==> src/design/qrsg_pkg.sv <==
`timescale 1ns / 1ps

package qrsg_pkg;

    // configuration port
    localparam int APB_DATA_WIDTH = 32;
    localparam int APB_ADDR_WIDTH = 4;
    localparam int REG_IDX_WIDTH  = 2;

    localparam logic [REG_IDX_WIDTH-1:0] REG_RATIO_NUM  = 2'd0;
    localparam logic [REG_IDX_WIDTH-1:0] REG_RATIO_DEN  = 2'd1;
    localparam logic [REG_IDX_WIDTH-1:0] REG_THREAD     = 2'd2;
    localparam logic [REG_IDX_WIDTH-1:0] REG_STOP_ZERO  = 2'd3;

    // field widths
    localparam int NUM_WIDTH      = 6;
    localparam int DEN_WIDTH      = 8;
    localparam int ACC_WIDTH      = 9;
    localparam int CMD_WIDTH      = 2;
    localparam int POS_OUT_WIDTH  = 32;

    // step burst cap per edge
    localparam int MAX_STEPS      = 63;
    localparam int STEP_CNT_WIDTH = 6;

    // commands
    localparam logic [CMD_WIDTH-1:0] CMD_SAMPLE = 2'd0;
    localparam logic [CMD_WIDTH-1:0] CMD_ENABLE = 2'd1;
    localparam logic [CMD_WIDTH-1:0] CMD_ZERO   = 2'd2;

    // accumulator unit operations
    localparam logic ACC_OP_ADD = 1'b0;
    localparam logic ACC_OP_SUB = 1'b1;

    // quadrature transition codes
    localparam logic [1:0] EDGE_NONE = 2'd0;
    localparam logic [1:0] EDGE_FWD  = 2'd1;
    localparam logic [1:0] EDGE_REV  = 2'd2;
    localparam logic [1:0] EDGE_BAD  = 2'd3;

    // indexed by {old phase, new b, new a}
    localparam logic [1:0] EDGE_TABLE [16] = '{
        EDGE_NONE, EDGE_REV,  EDGE_FWD,  EDGE_BAD,
        EDGE_FWD,  EDGE_NONE, EDGE_BAD,  EDGE_REV,
        EDGE_REV,  EDGE_BAD,  EDGE_NONE, EDGE_FWD,
        EDGE_BAD,  EDGE_FWD,  EDGE_REV,  EDGE_NONE
    };

    typedef struct packed {
        logic [NUM_WIDTH-1:0] ratio_numerator;
        logic [DEN_WIDTH-1:0] ratio_denominator;
        logic                 thread_mode;
        logic                 stop_at_zero;
    } cfg_t;

endpackage

==> src/design/qrsg_if.sv <==
`timescale 1ns / 1ps

interface qrsg_in_if;
    logic       valid;
    logic       ready;
    logic [1:0] command;
    logic       phase_a;
    logic       phase_b;
    logic       enable_value;

    modport source (output valid, command, phase_a, phase_b, enable_value, input ready);
    modport sink   (input valid, command, phase_a, phase_b, enable_value, output ready);
endinterface

interface qrsg_out_if;
    logic               valid;
    logic               ready;
    logic               has_step;
    logic               step_direction;
    logic signed [31:0] leadscrew_position;
    logic signed [31:0] spindle_position;
    logic               enabled_now;
    logic               last;

    modport source (output valid, has_step, step_direction, leadscrew_position,
                    spindle_position, enabled_now, last, input ready);
    modport sink   (input valid, has_step, step_direction, leadscrew_position,
                    spindle_position, enabled_now, last, output ready);
endinterface

==> src/design/quadrature_ratio_step_generator.sv <==
`timescale 1ns / 1ps

// Electronic gearbox: decodes spindle quadrature samples and turns counted
// edges into leadscrew step transactions through a ratio accumulator. Every
// input transaction yields at least one result transaction; the final one of
// each input carries last. A command, a sample without a counted edge, or an
// edge that produces no step yields one status result. A counted edge
// that produces N steps (1 to 63) first adds the numerator and then emits
// the steps one after another, because a single accumulator unit
// does the add, every denominator subtraction and the compare that decides
// whether another step follows. Input ready drops for the whole burst and
// whenever the output register holds a result that is not taken. Positions
// are kept at POSITION_WIDTH bits and reported sign-extended (or truncated)
// to 32 bits. Configuration is written through the APB port at byte
// addresses 0, 4, 8, 12 and must only change while the block is idle.
module quadrature_ratio_step_generator #(
    parameter int POSITION_WIDTH = 32
) (
    input  logic                                 clk,
    input  logic                                 rst_n,
    qrsg_in_if.sink                              in_ch,
    qrsg_out_if.source                           out_ch,
    input  logic                                 psel,
    input  logic                                 penable,
    input  logic                                 pwrite,
    input  logic [qrsg_pkg::APB_ADDR_WIDTH-1:0]  paddr,
    input  logic [qrsg_pkg::APB_DATA_WIDTH-1:0]  pwdata,
    output logic [qrsg_pkg::APB_DATA_WIDTH-1:0]  prdata,
    output logic                                 pready
);
    import qrsg_pkg::*;

    cfg_t                      cfg;
    logic [POSITION_WIDTH-1:0] lead_pos;
    logic [POSITION_WIDTH-1:0] spin_pos;

    // register file
    qrsg_cfg u_cfg (
        .clk     (clk),
        .rst_n   (rst_n),
        .psel    (psel),
        .penable (penable),
        .pwrite  (pwrite),
        .paddr   (paddr),
        .pwdata  (pwdata),
        .prdata  (prdata),
        .pready  (pready),
        .cfg     (cfg)
    );

    // decoder, accumulator sequencer and output register
    qrsg_seq #(
        .POSITION_WIDTH (POSITION_WIDTH)
    ) u_seq (
        .clk           (clk),
        .rst_n         (rst_n),
        .cfg           (cfg),
        .in_ch         (in_ch),
        .out_ready     (out_ch.ready),
        .out_valid     (out_ch.valid),
        .out_has_step  (out_ch.has_step),
        .out_direction (out_ch.step_direction),
        .out_leadscrew (lead_pos),
        .out_spindle   (spin_pos),
        .out_enabled   (out_ch.enabled_now),
        .out_last      (out_ch.last)
    );

    // positions reported at the fixed output width
    generate
        if (POSITION_WIDTH >= POS_OUT_WIDTH)
        begin : g_pos_trunc
            assign out_ch.leadscrew_position = lead_pos[POS_OUT_WIDTH-1:0];
            assign out_ch.spindle_position   = spin_pos[POS_OUT_WIDTH-1:0];
        end
        else
        begin : g_pos_sext
            assign out_ch.leadscrew_position =
                {{(POS_OUT_WIDTH-POSITION_WIDTH){lead_pos[POSITION_WIDTH-1]}}, lead_pos};
            assign out_ch.spindle_position   =
                {{(POS_OUT_WIDTH-POSITION_WIDTH){spin_pos[POSITION_WIDTH-1]}}, spin_pos};
        end
    endgenerate

`ifndef NO_ASSERTIONS
    // an input transaction is taken only when the output register can load
    assert property (@(posedge clk) disable iff (!rst_n)
        (in_ch.valid && in_ch.ready) |-> (!out_ch.valid || out_ch.ready))
        else $error("input accepted while output register is blocked");

    // a status result always closes its input
    assert property (@(posedge clk) disable iff (!rst_n)
        (out_ch.valid && !out_ch.has_step) |-> out_ch.last)
        else $error("status result without last");

    // no new input while a step burst is still open
    assert property (@(posedge clk) disable iff (!rst_n)
        (out_ch.valid && !out_ch.last) |-> !in_ch.ready)
        else $error("input ready during a step burst");

    // a result not yet taken holds until taken
    assert property (@(posedge clk) disable iff (!rst_n)
        (out_ch.valid && !out_ch.ready) |=> (out_ch.valid && $stable(out_ch.last)))
        else $error("pending result dropped or changed");
`endif

endmodule

==> src/design/qrsg_cfg.sv <==
`timescale 1ns / 1ps

module qrsg_cfg (
    input  logic                                 clk,
    input  logic                                 rst_n,
    input  logic                                 psel,
    input  logic                                 penable,
    input  logic                                 pwrite,
    input  logic [qrsg_pkg::APB_ADDR_WIDTH-1:0]  paddr,
    input  logic [qrsg_pkg::APB_DATA_WIDTH-1:0]  pwdata,
    output logic [qrsg_pkg::APB_DATA_WIDTH-1:0]  prdata,
    output logic                                 pready,
    output qrsg_pkg::cfg_t                       cfg
);
    import qrsg_pkg::*;

    logic [NUM_WIDTH-1:0]     num_reg;
    logic [DEN_WIDTH-1:0]     den_reg;
    logic                     thread_reg;
    logic                     stop_reg;
    logic [REG_IDX_WIDTH-1:0] reg_idx;
    logic                     wr_en;

    assign reg_idx = paddr[APB_ADDR_WIDTH-1:2];
    assign wr_en   = psel && penable && pwrite;
    assign pready  = 1'b1;

    always_ff @(posedge clk or negedge rst_n)
    begin
        if (!rst_n)
        begin
            num_reg    <= NUM_WIDTH'(1);
            den_reg    <= DEN_WIDTH'(1);
            thread_reg <= 1'b1;
            stop_reg   <= 1'b0;
        end
        else if (wr_en)
        begin
            unique case (reg_idx)
                REG_RATIO_NUM: num_reg    <= pwdata[NUM_WIDTH-1:0];
                REG_RATIO_DEN: den_reg    <= pwdata[DEN_WIDTH-1:0];
                REG_THREAD:    thread_reg <= pwdata[0];
                REG_STOP_ZERO: stop_reg   <= pwdata[0];
            endcase
        end
    end

    always_comb
    begin
        unique case (reg_idx)
            REG_RATIO_NUM: prdata = APB_DATA_WIDTH'(num_reg);
            REG_RATIO_DEN: prdata = APB_DATA_WIDTH'(den_reg);
            REG_THREAD:    prdata = APB_DATA_WIDTH'(thread_reg);
            REG_STOP_ZERO: prdata = APB_DATA_WIDTH'(stop_reg);
        endcase
    end

    assign cfg.ratio_numerator   = num_reg;
    assign cfg.ratio_denominator = den_reg;
    assign cfg.thread_mode       = thread_reg;
    assign cfg.stop_at_zero      = stop_reg;

endmodule

==> src/design/qrsg_acc_unit.sv <==
`timescale 1ns / 1ps

// shared accumulator add / subtract with compare against the denominator
module qrsg_acc_unit (
    input  logic                            op,
    input  logic [qrsg_pkg::ACC_WIDTH-1:0]  acc,
    input  logic [qrsg_pkg::NUM_WIDTH-1:0]  num,
    input  logic [qrsg_pkg::DEN_WIDTH-1:0]  den,
    output logic [qrsg_pkg::ACC_WIDTH-1:0]  result,
    output logic                            ge
);
    import qrsg_pkg::*;

    assign result = (op == ACC_OP_SUB) ? acc - ACC_WIDTH'(den)
                                       : acc + ACC_WIDTH'(num);
    assign ge     = (result >= ACC_WIDTH'(den));

endmodule

==> src/design/qrsg_seq.sv <==
`timescale 1ns / 1ps

module qrsg_seq #(
    parameter int POSITION_WIDTH = 32
) (
    input  logic                       clk,
    input  logic                       rst_n,
    input  qrsg_pkg::cfg_t             cfg,
    qrsg_in_if.sink                    in_ch,
    input  logic                       out_ready,
    output logic                       out_valid,
    output logic                       out_has_step,
    output logic                       out_direction,
    output logic [POSITION_WIDTH-1:0]  out_leadscrew,
    output logic [POSITION_WIDTH-1:0]  out_spindle,
    output logic                       out_enabled,
    output logic                       out_last
);
    import qrsg_pkg::*;

    localparam logic ST_IDLE = 1'b0;
    localparam logic ST_RUN  = 1'b1;

    logic                      state_reg, state_next;
    logic [1:0]                phase_reg, phase_next;
    logic                      dir_reg, dir_next;
    logic [ACC_WIDTH-1:0]      acc_reg, acc_next;
    logic [POSITION_WIDTH-1:0] lead_reg, lead_next;
    logic [POSITION_WIDTH-1:0] spin_reg, spin_next;
    logic                      en_reg, en_next;
    logic [STEP_CNT_WIDTH-1:0] cnt_reg, cnt_next;
    logic                      out_valid_reg, out_valid_next;

    logic                      has_step_reg, direction_reg, enabled_reg, last_reg;
    logic [POSITION_WIDTH-1:0] lead_out_reg, spin_out_reg;

    logic                      out_free;
    logic                      accept;
    logic                      emit;
    logic                      emit_step;
    logic                      emit_last;
    logic [1:0]                new_phase;
    logic [1:0]                edge_code;
    logic                      is_edge;
    logic                      edge_fwd;
    logic [DEN_WIDTH-1:0]      den_eff;
    logic                      unit_op;
    logic [ACC_WIDTH-1:0]      unit_result;
    logic                      unit_ge;
    logic [POSITION_WIDTH-1:0] lead_stepped;
    logic [POSITION_WIDTH-1:0] spin_stepped;
    logic                      burst_end;

    assign out_free  = !out_valid_reg || out_ready;
    assign in_ch.ready = (state_reg == ST_IDLE) && out_free;
    assign accept    = in_ch.valid && in_ch.ready;

    assign new_phase = {in_ch.phase_b, in_ch.phase_a};
    assign edge_code = EDGE_TABLE[{phase_reg, new_phase}];
    assign is_edge   = (edge_code == EDGE_FWD) || (edge_code == EDGE_REV);
    assign edge_fwd  = (edge_code == EDGE_FWD);

    // a zero denominator counts as one
    assign den_eff   = (cfg.ratio_denominator == '0) ? DEN_WIDTH'(1)
                                                     : cfg.ratio_denominator;
    assign unit_op   = (state_reg == ST_RUN) ? ACC_OP_SUB : ACC_OP_ADD;

    qrsg_acc_unit u_acc (
        .op     (unit_op),
        .acc    (acc_reg),
        .num    (cfg.ratio_numerator),
        .den    (den_eff),
        .result (unit_result),
        .ge     (unit_ge)
    );

    assign lead_stepped = dir_reg  ? lead_reg + POSITION_WIDTH'(1) : lead_reg - POSITION_WIDTH'(1);
    assign spin_stepped = edge_fwd ? spin_reg + POSITION_WIDTH'(1) : spin_reg - POSITION_WIDTH'(1);
    assign burst_end    = !unit_ge || (cnt_reg == STEP_CNT_WIDTH'(MAX_STEPS - 1));

    always_comb
    begin
        state_next = state_reg;
        phase_next = phase_reg;
        dir_next   = dir_reg;
        acc_next   = acc_reg;
        lead_next  = lead_reg;
        spin_next  = spin_reg;
        en_next    = en_reg;
        cnt_next   = cnt_reg;
        emit       = 1'b0;
        emit_step  = 1'b0;
        emit_last  = 1'b1;

        unique case (state_reg)
            ST_IDLE:
            begin
                if (accept)
                begin
                    emit = 1'b1;
                    unique case (in_ch.command)
                        CMD_SAMPLE:
                        begin
                            phase_next = new_phase;
                            if (is_edge)
                            begin
                                dir_next = edge_fwd;
                                if (en_reg)
                                begin
                                    acc_next = unit_result;
                                    // steps follow, one per cycle while the output register is free
                                    if (unit_ge)
                                    begin
                                        emit       = 1'b0;
                                        cnt_next   = '0;
                                        state_next = ST_RUN;
                                    end
                                end
                                else if (cfg.thread_mode)
                                begin
                                    spin_next = spin_stepped;
                                end
                            end
                        end
                        CMD_ENABLE:
                        begin
                            en_next = in_ch.enable_value;
                        end
                        CMD_ZERO:
                        begin
                            lead_next = '0;
                            spin_next = POSITION_WIDTH'(1);
                        end
                        default:
                        begin
                        end
                    endcase
                end
            end
            ST_RUN:
            begin
                if (out_free)
                begin
                    emit      = 1'b1;
                    emit_step = 1'b1;
                    emit_last = burst_end;
                    acc_next  = unit_result;
                    lead_next = lead_stepped;
                    cnt_next  = cnt_reg + STEP_CNT_WIDTH'(1);
                    if (cfg.stop_at_zero && (lead_stepped == '0))
                    begin
                        en_next = 1'b0;
                    end
                    if (burst_end)
                    begin
                        state_next = ST_IDLE;
                    end
                end
            end
        endcase

        if (emit)
        begin
            out_valid_next = 1'b1;
        end
        else if (out_ready)
        begin
            out_valid_next = 1'b0;
        end
        else
        begin
            out_valid_next = out_valid_reg;
        end
    end

    always_ff @(posedge clk or negedge rst_n)
    begin
        if (!rst_n)
        begin
            state_reg     <= ST_IDLE;
            phase_reg     <= '0;
            dir_reg       <= 1'b0;
            acc_reg       <= '0;
            lead_reg      <= '0;
            spin_reg      <= POSITION_WIDTH'(1);
            en_reg        <= 1'b0;
            cnt_reg       <= '0;
            out_valid_reg <= 1'b0;
        end
        else
        begin
            state_reg     <= state_next;
            phase_reg     <= phase_next;
            dir_reg       <= dir_next;
            acc_reg       <= acc_next;
            lead_reg      <= lead_next;
            spin_reg      <= spin_next;
            en_reg        <= en_next;
            cnt_reg       <= cnt_next;
            out_valid_reg <= out_valid_next;
        end
    end

    always_ff @(posedge clk)
    begin
        if (emit)
        begin
            has_step_reg  <= emit_step;
            direction_reg <= dir_next;
            lead_out_reg  <= lead_next;
            spin_out_reg  <= spin_next;
            enabled_reg   <= en_next;
            last_reg      <= emit_last;
        end
    end

    assign out_valid     = out_valid_reg;
    assign out_has_step  = has_step_reg;
    assign out_direction = direction_reg;
    assign out_leadscrew = lead_out_reg;
    assign out_spindle   = spin_out_reg;
    assign out_enabled   = enabled_reg;
    assign out_last      = last_reg;

endmodule

==> src/flat_wrapper.sv <==
// flat-port wrapper written by rule: the top's interface ports become plain ports
module quadrature_ratio_step_generator_flat import qrsg_pkg::*;
#(
    parameter int POSITION_WIDTH = 32
)
  (clk, rst_n, psel, penable, pwrite, paddr, pwdata, prdata, pready, in_ch_valid, in_ch_command, in_ch_phase_a, in_ch_phase_b, in_ch_enable_value, in_ch_ready, out_ch_valid, out_ch_has_step, out_ch_step_direction, out_ch_leadscrew_position, out_ch_spindle_position, out_ch_enabled_now, out_ch_last, out_ch_ready);
  qrsg_in_if in_ch_i ();
  qrsg_out_if out_ch_i ();
  input  logic clk;
  input  logic rst_n;
  input  logic psel;
  input  logic penable;
  input  logic pwrite;
  input  logic [qrsg_pkg::APB_ADDR_WIDTH-1:0] paddr;
  input  logic [qrsg_pkg::APB_DATA_WIDTH-1:0] pwdata;
  output logic [qrsg_pkg::APB_DATA_WIDTH-1:0] prdata;
  output logic pready;
  input wire logic [$bits(in_ch_i.valid)-1:0] in_ch_valid;
  input wire logic [$bits(in_ch_i.command)-1:0] in_ch_command;
  input wire logic [$bits(in_ch_i.phase_a)-1:0] in_ch_phase_a;
  input wire logic [$bits(in_ch_i.phase_b)-1:0] in_ch_phase_b;
  input wire logic [$bits(in_ch_i.enable_value)-1:0] in_ch_enable_value;
  output wire logic [$bits(in_ch_i.ready)-1:0] in_ch_ready;
  output wire logic [$bits(out_ch_i.valid)-1:0] out_ch_valid;
  output wire logic [$bits(out_ch_i.has_step)-1:0] out_ch_has_step;
  output wire logic [$bits(out_ch_i.step_direction)-1:0] out_ch_step_direction;
  output wire logic [$bits(out_ch_i.leadscrew_position)-1:0] out_ch_leadscrew_position;
  output wire logic [$bits(out_ch_i.spindle_position)-1:0] out_ch_spindle_position;
  output wire logic [$bits(out_ch_i.enabled_now)-1:0] out_ch_enabled_now;
  output wire logic [$bits(out_ch_i.last)-1:0] out_ch_last;
  input wire logic [$bits(out_ch_i.ready)-1:0] out_ch_ready;
  assign in_ch_i.valid = in_ch_valid;
  assign in_ch_i.command = in_ch_command;
  assign in_ch_i.phase_a = in_ch_phase_a;
  assign in_ch_i.phase_b = in_ch_phase_b;
  assign in_ch_i.enable_value = in_ch_enable_value;
  assign in_ch_ready = in_ch_i.ready;
  assign out_ch_valid = out_ch_i.valid;
  assign out_ch_has_step = out_ch_i.has_step;
  assign out_ch_step_direction = out_ch_i.step_direction;
  assign out_ch_leadscrew_position = out_ch_i.leadscrew_position;
  assign out_ch_spindle_position = out_ch_i.spindle_position;
  assign out_ch_enabled_now = out_ch_i.enabled_now;
  assign out_ch_last = out_ch_i.last;
  assign out_ch_i.ready = out_ch_ready;
  quadrature_ratio_step_generator #(.POSITION_WIDTH(POSITION_WIDTH)) u_core (.clk(clk), .rst_n(rst_n), .in_ch(in_ch_i), .out_ch(out_ch_i), .psel(psel), .penable(penable), .pwrite(pwrite), .paddr(paddr), .pwdata(pwdata), .prdata(prdata), .pready(pready));
endmodule
==> config.mk <==
export PLATFORM = sky130hd
export DESIGN_NAME = quadrature_ratio_step_generator_flat
export DESIGN_NICKNAME = d
export VERILOG_FILES = /design/src/design/qrsg_pkg.sv /design/src/design/qrsg_if.sv /design/src/design/quadrature_ratio_step_generator.sv /design/src/design/qrsg_cfg.sv /design/src/design/qrsg_acc_unit.sv /design/src/design/qrsg_seq.sv /design/src/flat_wrapper.sv
export SDC_FILE = /design/constraint.sdc
export NUM_CORES = 1
export LEC_CHECK = 0
export ABC_AREA = 1
export BUFFER_PORTS_ARGS = -buffer_cell sky130_fd_sc_hd__buf_2
export CAP_MARGIN = 5
export CELL_PAD_IN_SITES_DETAIL_PLACEMENT = 0
export CELL_PAD_IN_SITES_GLOBAL_PLACEMENT = 2
export CORE_MARGIN = 2
export CORE_UTILIZATION = 31
export DETAILED_ROUTE_END_ITERATION = 12
export PLACE_DENSITY_LB_ADDON = 0.1
export SETUP_SLACK_MARGIN = 0.05
export SYNTH_ARGS = -nofsm -noshare
export SYNTH_HDL_FRONTEND = slang
export SYNTH_SLANG_ARGS = --single-unit
==> constraint.sdc <==
create_clock -name clk -period 5.2 [get_ports clk]
set_input_delay 1.04 -clock clk [delete_from_list [all_inputs] [get_ports clk]]
set_output_delay 1.04 -clock clk [all_outputs]
set_load 0.005 [all_outputs]
==> metrics.csv <==
metric,value,unit
start_kind,flip-flop,
synth_area_leaders,"dfrtp_1 21%, edfxtp_1 17%, nand2_1 14%",
rsz0062_at_grt,no,
ys_types,62,
crit_arrival,4.67,ns
syn_avg_cell_area,7.547,um^2
antenna_left,0,
yosysSeqAreaShare,38.86,%
die_w,198.9,um
critPathKind,flip-flop to flip-flop,
die_h,198.9,um
clock_latency,0.45,ns
finalSetupViolCount,0,
drtPass1Iterations,5,
tritoncts,yes,
dr_total_vias,10350,
core_area,0.03749,mm^2
io_pins,151,
worstMarginPinSlew,1.150,ns
synthArstFlopShare,59.76,%
ys_ff_latch,169,
slew_violations,0,
grt_max_degree,48,
clock.fmax,219.9,MHz
portBuffers,99,
fin_crit,4.548,ns
synth_cells,1560,
cp.required,5.32,ns
grt_util_met2,28.63,%
r2r_slack,0.65,ns
synth_top_area_share,20.62,%
grt_pass1_vias,10180,
final_cell_area,0.01350,mm^2
dieArea,0.03955,mm^2
nNetsFinal,1794,
gr-usage-met3,2.933,%
min_path_type,flip-flop to flip-flop,
synthFlopType,dfrtp_1,
fin_skew,0.009372,ns
area_growth,14.65,%
place.gp.congestion,0.8228,
htreeDepth,4,
drive_above_1_share,12.00,%
clk_pin_slew,0.07,ns
grt.busiest_layer,met2,
met1_usage,28.56,%
wl_per_cell,16.43,um
end_kind,flip-flop,
wl,35950,um
max_cap_violations,0,
worstPathMaxFanout,47,
clock_tree.buffer_depth,2,
drc,0,
hold_violations,0,
yosys.area.top_type,dfrtp_1,
clkSinkCount,169,
grtUsageTotal,19.05,%
netlist_area,0.01177,mm^2
slew_headroom,23.28,%
yosysWarningCount,0,
overflow,0,
hpwlAfterDp,28030,um
outcome,completed,
initial_utilization,31.40,%
setup_tns,0,ns
cts.hold.buffers_added,0,
row_count,71,
cts_made_buffers,17,
drt_iter0_markers,604,
vias_per_cell,4.728,
synth_edf_count,68,
grt_pass1_wl,57660,um
root_buffer,clkbuf_16,
antenna_found_initial,2,
dpl-instance-area,0.01282,mm^2
fin_crit_sh,87.46,%
routing by layer:
layer  vias to the layer above  wire, um  part of all wire [%]
li1                       5351         -                     -
met2                       178     15050                    42
met4                         0       398                   1.1
met1                      4793     19190                    53
met3                        23      1301                   3.6
met5                         -         0                     0
synthesized netlist by cell type, drive strengths merged, types with 6 or more instances:
cell / n
edfxtp: 68
dfrtp: 97
ha: 81
buf: 29
o21bai: 9
o211ai: 15
or2: 7
nand3: 100
o22ai: 6
a21oi: 109
inv: 188
o21ai: 112
nand4: 22
xnor2: 10
clkbuf: 24
nand2: 443
nor3: 14
nand3b: 11
nor2: 155
xor2: 13
per-stage QoR:
| stage | instances | util, % | hold slack [ns] | setup slack [ns] |
|---|---|---|---|---|
| floorplan | 1583 | - | 0.4553 | 0.1007 |
| global placement | 2154 | 34.21 | 0.4732 | 0.3959 |
| detailed placement | 2154 | 34.21 | 0.4810 | 0.3767 |
| CTS | 2186 | 35.99 | 0.4980 | 0.4555 |
| global route | 2186 | 35.99 | 0.5154 | 0.1197 |
| finish | 2188 | 36.00 | 0.4950 | 0.6520 |
critical path, cell delays in order (launching register included):
cell and delay [ns]:
dfstp_2 0.54, inv_1 0.08, ha_1 0.28, inv_1 0.03
o21ai_0 0.28, inv_1 0.08, ha_1 0.28, nand2_1 0.05
o21ai_1 0.22, a21oi_1 0.14, o21bai_1 0.21, a21oi_1 0.10
nor2_1 0.09, nor2_1 0.05, xnor2_1 0.25, ha_1 0.29
nand4_1 0.08, nor2_1 0.04, nand3_1 0.10, nand4_4 0.16
nand2_1 0.12, nand3_1 0.14, nand2_4 0.23, buf_12 0.31
timing repair:
item | CTS | global route
setup endpoints to repair | 0 | 47
gates resized for setup | 0 | 1
setup buffers | 0 | 0
kinds of logic after synthesis:
logic type,share of synthesized area [%]
adders and majority gates,9.119
DFF,38.86
and+or+nand+nor,27.56
AOI/OAI and AO/OA,13.69
buffers and inverters,8.683
xor gates and xnor gates,2.030
other,0.06379
path summary, 6_finish.rpt:
kind,cells after the start,start,to
max,23,u_core.u_cfg.num_reg[0],u_core.u_seq.out_leadscrew[30]
min,2,u_core.u_seq.acc_reg[6],u_core.u_seq.acc_reg[6]
max reg2reg,23,u_core.u_cfg.num_reg[0],u_core.u_seq.out_leadscrew[30]
min reg2reg,2,u_core.u_seq.acc_reg[6],u_core.u_seq.acc_reg[6]
max in group asynchronous,2,rst_n,u_core.u_seq.spin_reg[24]
min in group asynchronous,1,rst_n,u_core.u_seq.lead_reg[24]
layout by cell type, fill, tap and decap left out, drive strengths merged, types with 3 or more instances in the layout:
cell      n
nor2    155
xnor2    10
o21ai   112
xor2     13
dfrtp    97
nor3     14
nand4    22
bufinv    3
nand2   443
fa        3
dfstp     4
inv     190
conb     25
o21bai    9
o21a      5
o22ai     6
buf     113
nand3b   11
a21o      5
ha       81
o211ai   15
o221ai    3
nand3   100
nor4      5
or2       7
a21oi   109
edfxtp   68
a22oi     3
clkbuf   26
layout make-up:
type                       instances  area [um^2]
sequential                       169         4574
clock buffer                      26        574.3
multi-input combinational       1172         6270
antenna                            2        5.005
timing repair buffer             113        615.6
clock inverter                     6        92.59
tap                              511        639.4
fill                            4082        23990
inverter                         189        725.7
Power is left out: the tool's default activity adds up to more than one toggle a clock period on the data nets, which glitch-free logic cannot reach.
